`src/hw/rtl/gpb_pkg.sv`:
```
`timescale 1ns / 1ps
// ----------------------------------------------------------------------------
// Glyph page blitter package
// Shared types, register indexes and controller command constants.
// ----------------------------------------------------------------------------
package gpb_pkg;

	// Configuration register indexes.
	localparam int CFG_IDX_W = 2;
	localparam int CFG_DATA_W = 8;

	typedef enum logic [CFG_IDX_W-1:0] {
		REG_START_COLUMN = 2'd0,
		REG_START_ROW    = 2'd1,
		REG_GLYPH_WIDTH  = 2'd2,
		REG_GLYPH_HEIGHT = 2'd3
	} cfg_reg_t;

	// Register reset values.
	localparam logic [7:0] START_COLUMN_RST = 8'd0;
	localparam logic [5:0] START_ROW_RST    = 6'd0;
	localparam logic [5:0] GLYPH_WIDTH_RST  = 6'd5;
	localparam logic [5:0] GLYPH_HEIGHT_RST = 6'd8;

	// Controller command bytes.
	localparam logic [7:0] PAGE_CMD_LOW  = 8'hB6;
	localparam logic [7:0] PAGE_CMD_HIGH = 8'hAE;
	localparam logic [7:0] COL_HI_CMD    = 8'h10;

	// Configuration registers as seen by the front end.
	typedef struct packed {
		logic [7:0] start_column;
		logic [5:0] start_row;
		logic [5:0] glyph_width;
		logic [5:0] glyph_height;
	} cfg_t;

	// One classified glyph byte: up to two runs of four controller bytes.
	typedef struct packed {
		logic [7:0] page_cmd0;
		logic [7:0] page_cmd1;
		logic [7:0] col_hi;
		logic [7:0] col_lo;
		logic [7:0] data0;
		logic [7:0] data1;
		logic       has0;
		logic       has1;
	} job_t;

	// Position of a byte inside one run.
	typedef enum logic [1:0] {
		STEP_PAGE   = 2'd0,
		STEP_COL_HI = 2'd1,
		STEP_COL_LO = 2'd2,
		STEP_DATA   = 2'd3
	} run_step_t;

	// Page address command; the two lowest pages sit at the top of the code space.
	function automatic logic [7:0] page_cmd(input logic [3:0] page);
		logic [7:0] p8;
		p8 = {4'h0, page};
		return (page < 4'd2) ? (PAGE_CMD_LOW + p8) : (PAGE_CMD_HIGH + p8);
	endfunction

endpackage

```
`src/hw/rtl/gpb_stream_if.sv`:
```
`timescale 1ns / 1ps
// ----------------------------------------------------------------------------
// Glyph page blitter stream interfaces
// Valid/ready channels for glyph bytes in and controller bytes out.
// ----------------------------------------------------------------------------
interface gpb_glyph_if;
	logic       valid;
	logic       ready;
	logic [7:0] glyph_byte;

	modport source (output valid, output glyph_byte, input ready);
	modport sink (input valid, input glyph_byte, output ready);
endinterface

interface gpb_lcd_if;
	logic       valid;
	logic       ready;
	logic [7:0] out_byte;
	logic       is_data;
	logic       last;

	modport source (output valid, output out_byte, output is_data, output last, input ready);
	modport sink (input valid, input out_byte, input is_data, input last, output ready);
endinterface

```
`src/hw/rtl/gpb_front.sv`:
```
`timescale 1ns / 1ps
// ----------------------------------------------------------------------------
// Glyph page blitter front end
// Tracks glyph position, keeps the row above, and builds one job per byte.
// ----------------------------------------------------------------------------
module gpb_front #(
	parameter int MAX_WIDTH  = 32,
	parameter int PAGE_COUNT = 8
) (
	input  logic           clk,
	input  logic           arst_n,
	gpb_glyph_if.sink      glyph,
	input  gpb_pkg::cfg_t  cfg,
	input  logic           restart,
	output logic           job_valid,
	input  logic           job_ready,
	output gpb_pkg::job_t  job
);

	localparam int CIDX_W = (MAX_WIDTH > 1) ? $clog2(MAX_WIDTH) : 1;
	localparam logic [8:0] MAX_W9 = 9'(MAX_WIDTH);
	localparam logic [4:0] PAGE_LIM = 5'(PAGE_COUNT);

	logic [CIDX_W-1:0] col_idx_q;
	logic [2:0]        row_idx_q;

	logic [7:0] prev_mem [MAX_WIDTH];

	logic        valid_s1;
	logic [7:0]  cur_s1;
	logic [7:0]  prev_s1;
	logic [3:0]  page_s1;
	logic [7:0]  col_s1;
	logic [2:0]  shift_s1;
	logic        first_row_s1;
	logic        last_row_s1;

	logic              accept;
	logic [8:0]        eff_w;
	logic [3:0]        rows;
	logic              wrap;
	logic [CIDX_W-1:0] idx_eff;
	logic [2:0]        row_eff;
	logic [8:0]        col_ext;
	logic [8:0]        col_inc;
	logic [3:0]        page;
	logic [7:0]        col;
	logic              last_row;

	assign glyph.ready = !valid_s1 || job_ready;
	assign accept = glyph.valid && glyph.ready;

	// Effective width and row count after clamping.
	always_comb begin
		eff_w = (cfg.glyph_width == 6'd0) ? 9'd1 : {3'b000, cfg.glyph_width};
		if (eff_w > MAX_W9) begin
			eff_w = MAX_W9;
		end
		rows = 4'((7'({1'b0, cfg.glyph_height}) + 7'd7) >> 3);
		if (rows == 4'd0) begin
			rows = 4'd1;
		end
	end

	// Position of the incoming byte and its display address.
	always_comb begin
		wrap = (9'(col_idx_q) >= eff_w) || ({1'b0, row_idx_q} >= rows);
		idx_eff = wrap ? '0 : col_idx_q;
		row_eff = wrap ? 3'd0 : row_idx_q;
		col_ext = 9'(idx_eff);
		col_inc = col_ext + 9'd1;
		page = {1'b0, cfg.start_row[5:3]} + {1'b0, row_eff};
		col = 8'(9'(cfg.start_column) + col_ext);
		last_row = (({1'b0, row_eff} + 4'd1) == rows);
	end

	// Column and row counters.
	always_ff @(posedge clk or negedge arst_n) begin
		if (!arst_n) begin
			col_idx_q <= '0;
			row_idx_q <= '0;
		end else if (restart) begin
			col_idx_q <= '0;
			row_idx_q <= '0;
		end else if (accept) begin
			if (col_inc >= eff_w) begin
				col_idx_q <= '0;
				row_idx_q <= last_row ? 3'd0 : (row_eff + 3'd1);
			end else begin
				col_idx_q <= col_inc[CIDX_W-1:0];
				row_idx_q <= row_eff;
			end
		end
	end

	// Row store: read the byte above, then overwrite it with the current byte.
	always_ff @(posedge clk) begin
		if (accept) begin
			prev_s1 <= prev_mem[idx_eff];
			prev_mem[idx_eff] <= glyph.glyph_byte;
		end
	end

	// Stage one valid flag.
	always_ff @(posedge clk or negedge arst_n) begin
		if (!arst_n) begin
			valid_s1 <= 1'b0;
		end else if (accept) begin
			valid_s1 <= 1'b1;
		end else if (job_ready) begin
			valid_s1 <= 1'b0;
		end
	end

	// Stage one payload.
	always_ff @(posedge clk) begin
		if (accept) begin
			cur_s1 <= glyph.glyph_byte;
			page_s1 <= page;
			col_s1 <= col;
			shift_s1 <= cfg.start_row[2:0];
			first_row_s1 <= (row_eff == 3'd0);
			last_row_s1 <= last_row;
		end
	end

	// Build the job: merge with the row above and split into two pages.
	logic [4:0]  pg0;
	logic [4:0]  pg1;
	logic [7:0]  prev_byte;
	logic [15:0] cur_sh;
	logic [15:0] prev_sh;

	always_comb begin
		pg0 = {1'b0, page_s1};
		pg1 = pg0 + 5'd1;
		prev_byte = first_row_s1 ? 8'd0 : prev_s1;
		cur_sh = {8'd0, cur_s1} << shift_s1;
		prev_sh = {8'd0, prev_byte} << shift_s1;
		job.page_cmd0 = gpb_pkg::page_cmd(pg0[3:0]);
		job.page_cmd1 = gpb_pkg::page_cmd(pg1[3:0]);
		job.col_hi = gpb_pkg::COL_HI_CMD + {4'h0, col_s1[7:4]};
		job.col_lo = {4'h0, col_s1[3:0]};
		job.data0 = cur_sh[7:0] | prev_sh[15:8];
		job.data1 = cur_sh[15:8];
		job.has0 = (pg0 < PAGE_LIM);
		job.has1 = last_row_s1 && (shift_s1 != 3'd0) && (pg1 < PAGE_LIM);
	end

	assign job_valid = valid_s1;

endmodule

```
`src/hw/rtl/gpb_job_fifo.sv`:
```
`timescale 1ns / 1ps
// ----------------------------------------------------------------------------
// Glyph page blitter job queue
// Short FIFO that decouples the front end from the byte sequencer.
// ----------------------------------------------------------------------------
module gpb_job_fifo #(
	parameter int DEPTH = 2
) (
	input  logic          clk,
	input  logic          arst_n,
	input  logic          wr_valid,
	output logic          wr_ready,
	input  gpb_pkg::job_t wr_job,
	output logic          rd_valid,
	input  logic          rd_pop,
	output gpb_pkg::job_t rd_job
);

	localparam int AW = (DEPTH > 1) ? $clog2(DEPTH) : 1;
	localparam int CW = $clog2(DEPTH + 1);
	localparam logic [AW-1:0] LAST_PTR = AW'(DEPTH - 1);
	localparam logic [CW-1:0] FULL_CNT = CW'(DEPTH);

	gpb_pkg::job_t mem_q [DEPTH];
	logic [AW-1:0] wr_ptr_q;
	logic [AW-1:0] rd_ptr_q;
	logic [CW-1:0] count_q;

	logic push;
	logic pop;

	assign wr_ready = (count_q != FULL_CNT);
	assign rd_valid = (count_q != '0);
	assign push = wr_valid && wr_ready;
	assign pop = rd_pop && rd_valid;
	assign rd_job = mem_q[rd_ptr_q];

	// Entry storage.
	always_ff @(posedge clk) begin
		if (push) begin
			mem_q[wr_ptr_q] <= wr_job;
		end
	end

	// Pointers and fill count.
	always_ff @(posedge clk or negedge arst_n) begin
		if (!arst_n) begin
			wr_ptr_q <= '0;
			rd_ptr_q <= '0;
			count_q <= '0;
		end else begin
			if (push) begin
				wr_ptr_q <= (wr_ptr_q == LAST_PTR) ? '0 : (wr_ptr_q + AW'(1));
			end
			if (pop) begin
				rd_ptr_q <= (rd_ptr_q == LAST_PTR) ? '0 : (rd_ptr_q + AW'(1));
			end
			if (push && !pop) begin
				count_q <= count_q + CW'(1);
			end else if (pop && !push) begin
				count_q <= count_q - CW'(1);
			end
		end
	end

endmodule

```
`src/hw/rtl/gpb_back.sv`:
```
`timescale 1ns / 1ps
// ----------------------------------------------------------------------------
// Glyph page blitter back end
// Sequences each job into controller words through an output register.
// ----------------------------------------------------------------------------
module gpb_back (
	input  logic          clk,
	input  logic          arst_n,
	input  logic          head_valid,
	input  gpb_pkg::job_t head,
	output logic          head_pop,
	gpb_lcd_if.source     lcd
);

	logic                 run_q;
	gpb_pkg::run_step_t   step_q;
	logic                 out_valid_q;
	logic [7:0]           out_byte_q;
	logic                 is_data_q;
	logic                 last_q;

	logic                 load_ok;
	logic                 any_run;
	logic                 emit;
	logic                 run_eff;
	logic                 final_word;
	logic                 run_nxt;
	gpb_pkg::run_step_t   step_nxt;
	logic [7:0]           word;

	assign lcd.valid = out_valid_q;
	assign lcd.out_byte = out_byte_q;
	assign lcd.is_data = is_data_q;
	assign lcd.last = last_q;

	// Emit control; a job with both runs off screen is dropped at once.
	always_comb begin
		load_ok = !out_valid_q || lcd.ready;
		any_run = head.has0 || head.has1;
		emit = head_valid && any_run && load_ok;
		run_eff = run_q || !head.has0;
		final_word = (step_q == gpb_pkg::STEP_DATA) && (run_eff || !head.has1);
		head_pop = head_valid && (!any_run || (load_ok && final_word));
	end

	// Next sequencer position.
	always_comb begin
		run_nxt = run_q;
		step_nxt = step_q;
		if (emit) begin
			case (step_q)
				gpb_pkg::STEP_PAGE: begin
					step_nxt = gpb_pkg::STEP_COL_HI;
				end
				gpb_pkg::STEP_COL_HI: begin
					step_nxt = gpb_pkg::STEP_COL_LO;
				end
				gpb_pkg::STEP_COL_LO: begin
					step_nxt = gpb_pkg::STEP_DATA;
				end
				default: begin
					step_nxt = gpb_pkg::STEP_PAGE;
					run_nxt = !final_word;
				end
			endcase
		end
	end

	// Word selected for the current position.
	always_comb begin
		case (step_q)
			gpb_pkg::STEP_PAGE: begin
				word = run_eff ? head.page_cmd1 : head.page_cmd0;
			end
			gpb_pkg::STEP_COL_HI: begin
				word = head.col_hi;
			end
			gpb_pkg::STEP_COL_LO: begin
				word = head.col_lo;
			end
			default: begin
				word = run_eff ? head.data1 : head.data0;
			end
		endcase
	end

	// Sequencer state.
	always_ff @(posedge clk or negedge arst_n) begin
		if (!arst_n) begin
			run_q <= 1'b0;
			step_q <= gpb_pkg::STEP_PAGE;
		end else begin
			run_q <= run_nxt;
			step_q <= step_nxt;
		end
	end

	// Output register valid flag.
	always_ff @(posedge clk or negedge arst_n) begin
		if (!arst_n) begin
			out_valid_q <= 1'b0;
		end else if (emit) begin
			out_valid_q <= 1'b1;
		end else if (lcd.ready) begin
			out_valid_q <= 1'b0;
		end
	end

	// Output register payload.
	always_ff @(posedge clk) begin
		if (emit) begin
			out_byte_q <= word;
			is_data_q <= (step_q == gpb_pkg::STEP_DATA);
			last_q <= final_word;
		end
	end

endmodule

```
`src/hw/rtl/glyph_page_blitter_top.sv`:
```
`timescale 1ns / 1ps
// ----------------------------------------------------------------------------
// Glyph page blitter
// Streams glyph column bytes into command and data words for a page LCD.
// ----------------------------------------------------------------------------
// Usage:
// Glyph bytes enter on the glyph channel, row by row, glyph_width bytes to a
// row. For each byte the lcd channel carries one run of four words (page,
// column high, column low, data) and, on the last glyph row with a nonzero
// bit offset, a second run for the page below; runs for pages past the panel
// are dropped. The final word of a byte's output carries last.
// Configuration is written through cfg_wr_en/cfg_index/cfg_wdata while the
// block is idle; any write restarts the glyph at its first byte.
// The first word of a byte passes the front-end stage register, the job queue
// and the output register before it is presented on lcd. Throughput: one lcd
// word per cycle while the receiver is ready; a job with both runs dropped is
// popped without output; the sequencer sets the rate, and a two-entry job
// queue lets the front end take bytes while it works.
// Reset clears the glyph position, the queue and the output register; the
// row store needs no clearing since it is read only after being written.
// A stalled lcd receiver holds its word; once the queue fills, glyph.ready
// drops until the sequencer frees an entry.
// ----------------------------------------------------------------------------
module glyph_page_blitter_top #(
	parameter int MAX_WIDTH  = 32,
	parameter int PAGE_COUNT = 8
) (
	input  logic                             clk,
	input  logic                             arst_n,
	gpb_glyph_if.sink                        glyph,
	gpb_lcd_if.source                        lcd,
	input  logic                             cfg_wr_en,
	input  logic [gpb_pkg::CFG_IDX_W-1:0]    cfg_index,
	input  logic [gpb_pkg::CFG_DATA_W-1:0]   cfg_wdata
);

	gpb_pkg::cfg_t cfg_q;

	logic          job_valid;
	logic          job_ready;
	gpb_pkg::job_t job;
	logic          head_valid;
	logic          head_pop;
	gpb_pkg::job_t head;

	// Configuration registers.
	always_ff @(posedge clk or negedge arst_n) begin
		if (!arst_n) begin
			cfg_q.start_column <= gpb_pkg::START_COLUMN_RST;
			cfg_q.start_row <= gpb_pkg::START_ROW_RST;
			cfg_q.glyph_width <= gpb_pkg::GLYPH_WIDTH_RST;
			cfg_q.glyph_height <= gpb_pkg::GLYPH_HEIGHT_RST;
		end else if (cfg_wr_en) begin
			case (gpb_pkg::cfg_reg_t'(cfg_index))
				gpb_pkg::REG_START_COLUMN: begin
					cfg_q.start_column <= cfg_wdata;
				end
				gpb_pkg::REG_START_ROW: begin
					cfg_q.start_row <= cfg_wdata[5:0];
				end
				gpb_pkg::REG_GLYPH_WIDTH: begin
					cfg_q.glyph_width <= cfg_wdata[5:0];
				end
				default: begin
					cfg_q.glyph_height <= cfg_wdata[5:0];
				end
			endcase
		end
	end

	gpb_front #(
		.MAX_WIDTH (MAX_WIDTH),
		.PAGE_COUNT(PAGE_COUNT)
	) u_front (
		.clk      (clk),
		.arst_n   (arst_n),
		.glyph    (glyph),
		.cfg      (cfg_q),
		.restart  (cfg_wr_en),
		.job_valid(job_valid),
		.job_ready(job_ready),
		.job      (job)
	);

	gpb_job_fifo #(
		.DEPTH(2)
	) u_fifo (
		.clk     (clk),
		.arst_n  (arst_n),
		.wr_valid(job_valid),
		.wr_ready(job_ready),
		.wr_job  (job),
		.rd_valid(head_valid),
		.rd_pop  (head_pop),
		.rd_job  (head)
	);

	gpb_back u_back (
		.clk       (clk),
		.arst_n    (arst_n),
		.head_valid(head_valid),
		.head      (head),
		.head_pop  (head_pop),
		.lcd       (lcd)
	);

endmodule

```
`src/flat_wrapper.sv`:
```
// flat-port wrapper written by rule: the top's interface ports become plain ports
module glyph_page_blitter_top_flat 
#(
	parameter int MAX_WIDTH  = 32,
	parameter int PAGE_COUNT = 8
)
  (clk, arst_n, cfg_wr_en, cfg_index, cfg_wdata, glyph_valid, glyph_glyph_byte, glyph_ready, lcd_valid, lcd_out_byte, lcd_is_data, lcd_last, lcd_ready);
  gpb_glyph_if glyph_i ();
  gpb_lcd_if lcd_i ();
  input  logic clk;
  input  logic arst_n;
  input  logic cfg_wr_en;
  input  logic [gpb_pkg::CFG_IDX_W-1:0] cfg_index;
  input  logic [gpb_pkg::CFG_DATA_W-1:0] cfg_wdata;
  input wire logic [$bits(glyph_i.valid)-1:0] glyph_valid;
  input wire logic [$bits(glyph_i.glyph_byte)-1:0] glyph_glyph_byte;
  output wire logic [$bits(glyph_i.ready)-1:0] glyph_ready;
  output wire logic [$bits(lcd_i.valid)-1:0] lcd_valid;
  output wire logic [$bits(lcd_i.out_byte)-1:0] lcd_out_byte;
  output wire logic [$bits(lcd_i.is_data)-1:0] lcd_is_data;
  output wire logic [$bits(lcd_i.last)-1:0] lcd_last;
  input wire logic [$bits(lcd_i.ready)-1:0] lcd_ready;
  assign glyph_i.valid = glyph_valid;
  assign glyph_i.glyph_byte = glyph_glyph_byte;
  assign glyph_ready = glyph_i.ready;
  assign lcd_valid = lcd_i.valid;
  assign lcd_out_byte = lcd_i.out_byte;
  assign lcd_is_data = lcd_i.is_data;
  assign lcd_last = lcd_i.last;
  assign lcd_i.ready = lcd_ready;
  glyph_page_blitter_top #(.MAX_WIDTH(MAX_WIDTH), .PAGE_COUNT(PAGE_COUNT)) u_core (.clk(clk), .arst_n(arst_n), .glyph(glyph_i), .lcd(lcd_i), .cfg_wr_en(cfg_wr_en), .cfg_index(cfg_index), .cfg_wdata(cfg_wdata));
endmodule
```
`config.mk`:
```
export PLATFORM = sky130hd
export DESIGN_NAME = glyph_page_blitter_top_flat
export DESIGN_NICKNAME = d
export VERILOG_FILES = /design/src/hw/rtl/gpb_pkg.sv /design/src/hw/rtl/gpb_stream_if.sv /design/src/hw/rtl/gpb_front.sv /design/src/hw/rtl/gpb_job_fifo.sv /design/src/hw/rtl/gpb_back.sv /design/src/hw/rtl/glyph_page_blitter_top.sv /design/src/flat_wrapper.sv
export SDC_FILE = /design/constraint.sdc
export NUM_CORES = 1
export LEC_CHECK = 0
export ABC_AREA = 1
export BUFFER_PORTS_ARGS = -buffer_cell sky130_fd_sc_hd__buf_4
export CORE_ASPECT_RATIO = 1.5
export CORE_MARGIN = 2
export CORE_UTILIZATION = 45
export DETAILED_ROUTE_END_ITERATION = 12
export SYNTH_ARGS = -nofsm -noshare
export SYNTH_HDL_FRONTEND = slang
export SYNTH_SLANG_ARGS = --single-unit
```
`constraint.sdc`:
```
create_clock -name clk -period 9.2 [get_ports clk]
set_clock_uncertainty 0.1 [all_clocks]
set_input_delay 0.46 -clock clk [delete_from_list [all_inputs] [get_ports clk]]
set_output_delay 0.46 -clock clk [all_outputs]
set_load 0.01 [all_outputs]
```
==> results.cfg <==
[timing]
setup_viol = 0
fin_crit_ns = 5.753
maxSlewViolCount = 0
fmax_ghz = 0.1738
rsz0062_at_grt = no
tightest_slew_ns = 1.183
whs_ns = 0.06212
period_share = 0.6253
finalSetupTns_ns = 0
relSlewSlack = 0.2112
finalHoldViolations = 0

[critical_path]
end_kind = flop
required_ns = 9.57
path_max_fanout = 74
critPathKind = flop to flop
startpoint = u_core.u_front.col_idx_q[0]$_DFFE_PN0P_
cp.arrival_ns = 6.12
cp-start-kind = flop
r2r_start = u_core.u_front.col_idx_q[0]$_DFFE_PN0P_

[yosys]
synth-edff-count = 344
ys_seq_elements = 387
ys_types = 49
synth_area_per_cell_um2 = 10.73
yosys-top-cells-area = edfxtp_1 60%, nand2_1 7.0%, dfrtp_1 5.8%, nor2_1 4.9%, o21ai_0 3.7%
synthArstFlopShare = 0.1111
synth_top_area_frac = 0.5986
synth_flop_cell = edfxtp_1
synth_seq_area_share = 0.6612
syn_inst = 1608
synth.most_common_cell = edfxtp_1
yosysTopAreaCell = edfxtp_1
synthesis.area_um2 = 17260
ys_warn_count = 0
ys_top_cells_by_count = 344 x edfxtp_1, 322 x nand2_1, 227 x nor2_1, 164 x inv_1, 127 x o21ai_0

[place]
io_buffer_count = 34
place.detailed.hpwl_um = 25120
place.gp.congestion = 0.8791

[floorplan]
pin_count = 35
start_util = 0.4582
dieWidth_um = 163.9
core-area_um2 = 37660
dieArea_um2 = 39960
num_rows = 87
die-height_um = 243.8

[routing]
drc = 0
drt_wl_total_um = 38130
vias = 11150
wl_per_cell_um = 17.67
viasPerCell = 5.168
first_pass_iters = 5
first_iter_violations = 697
detail-route-antenna-nets = 0

[power]
peakVddDrop_uv = 280.2
p_total_uw = 5035
p_leak_uw = 0.007722
p_per_area_nw_per_um2 = 262.7

[cts]
root_buffer = clkbuf_16
clockBufferDepth = 3
cts.reportedPaths.clkPinSlew_ns = 0.07
cts_made_buffers = 38
tritoncts = done
clock_latency_ns = 0.54
htree_levels = 2
cts.sink_count = 387

[final_layout]
area_growth_pct = 11.06
layout-drive-gt1-share = 0.08034
fin_nets = 1703

[flow_run]
drv_cap = 0

[global_route]
grt_overflow = 0
antenna_found_initial = 1
grt_max_degree = 108
track_usage = 0.1960
grt_pass1_vias = 11380
grt_pass1_wl_um = 60480

[hold_path]
hold_path.class = input port to flop
min_from = cfg_wdata[6]

[run_status]
outcome = complete, no violations
==> state kept, by name (all words and copies together), names as in the netlist, 2 cells and up <==
| name | count |
|---|---|
| u_core.u_front.prev_mem | 224 |
| u_core.u_fifo.mem_q | 78 |
| u_core.cfg_q | 26 |
| u_core.u_back.lcd.out_byte | 8 |
| u_core.u_front.col_s1 | 8 |
| u_core.u_front.cur_s1 | 8 |
| u_core.u_front.prev_s1 | 7 |
| u_core.u_front.col_idx_q | 5 |
| u_core.u_front.page_s1 | 4 |
| u_core.u_front.row_idx_q | 3 |
| u_core.u_front.shift_s1 | 3 |
| u_core.u_back.step_q | 2 |
| u_core.u_fifo.count_q | 2 |
==> worst max-delay path, cell delays in order (launching register included) <==
cell	delay [ns]
dfrtp_2	1.14
inv_1	0.20
ha_1	0.35
nand2_1	0.06
nor2_1	0.04
nand2_1	0.07
inv_1	0.09
nor2_8	0.28
nand3_4	0.72
clkinv_1	0.16
buf_4	0.44
ha_1	0.28
inv_1	0.06
o21ai_0	0.27
inv_1	0.08
ha_1	0.27
nand2_1	0.09
inv_1	0.07
o211ai_1	0.09
o2111ai_1	0.22
nor2_1	0.29
inv_1	0.14
o22ai_1	0.15
==> metrics by stage <==
| step | utilization | area [µm²] | cells | setup WS [ns] |
|---|---|---|---|---|
| 6_report | 0.5089 | 19170 | 2158 | 3.447 |
| 5_1_grt | 0.5089 | 19170 | 2158 | 2.850 |
| 4_1_cts | 0.5088 | 19160 | 2157 | 3.483 |
| 3_5_place_dp | 0.4760 | 17930 | 2085 | 3.521 |
| 2_1_floorplan | - | 17280 | 1614 | 5.063 |
| 3_3_place_gp | 0.4760 | 17930 | 2085 | 3.686 |
==> worst paths after layout <==
kind                                                           endpoint  slack, ns  cells after the start
worst min-delay path                       u_core.cfg_q[24]$_DFFE_PN0P_       0.06                      2
worst min register to register     u_core.u_fifo.mem_q[1][21]$_DFFE_PP_       0.35                      0
worst max register to register  u_core.u_front.col_idx_q[2]$_DFFE_PN0P_       3.45                     22
min in group asynchronous          u_core.u_fifo.count_q[0]$_DFFE_PN0P_       0.36                      2
max in group asynchronous       u_core.u_front.col_idx_q[0]$_DFFE_PN0P_       8.20                      2
worst max-delay path            u_core.u_front.col_idx_q[2]$_DFFE_PN0P_       3.45                     22
==> layer usage <==
layer  up-vias  routed length (µm)  global-route usage
li1       5512                   -                   -
met1      5346               14960              0.2219
met2       207               20530              0.3663
met3        87                1280             0.02451
met4         0                1355             0.08153
met5         -                   0                   0
==> what timing repair did <==
action | 4_1_cts | 5_1_grt
gates resized for setup | 0 | 0
endpoints found under the hold margin | 41 | 0
hold buffers | 2 | 0
buffers inserted | 0 | 0
==> layout make-up <==
type                       instances  area, µm²
antenna                            1      2.502
clock buffer                      49       1002
clock inverter                    21      214.0
fill                            3365      18500
inverter                         172      645.6
multi-input combinational        994       4936
sequential                       387      11410
tap                              489      611.8
timing repair buffer              45      342.8
==> cells by family after synthesis <==
group | synth area share
and+or+nand+nor | 0.1533
DFF | 0.6612
buffers and inverters | 0.05496
adders and majority gates | 0.03132
muxes | 0.004785
xor gates and xnor gates | 0.008120
other | 0.0004352
AOI/OAI and AO/OA | 0.08592
==> power breakdown <==
| group | switching [µW] | internal (µW) |
|---|---|---|
| Sequential | 128 | 2240 |
| Combinational | 785 | 353 |
| Clock | 666 | 866 |
| Total | 1580 | 3460 |
==> cell usage in the layout, fill, tap and decap left out, types with 4 or more instances in the layout <==
cell and instances:
conb_1 8, inv_2 7, o21a_1 8, xor2_1 11, nor2_2 7, a21oi_1 16, clkbuf_16 38, clkbuf_1 10
ha_1 40, nand3_1 58, o22ai_1 7, nor2_4 4, inv_1 164, nand4_1 13, nand2_1 322, clkinv_1 4
buf_4 43, xnor2_1 5, clkinv_2 6, edfxtp_1 344, a31oi_1 7, nor2_1 225, inv_6 5, dfrtp_1 39
nor3_1 4, o21ai_1 88, o21ai_0 127, mux2i_1 6, a41oi_1 4
No activity file was read; power rests on OpenSTA's default activity.
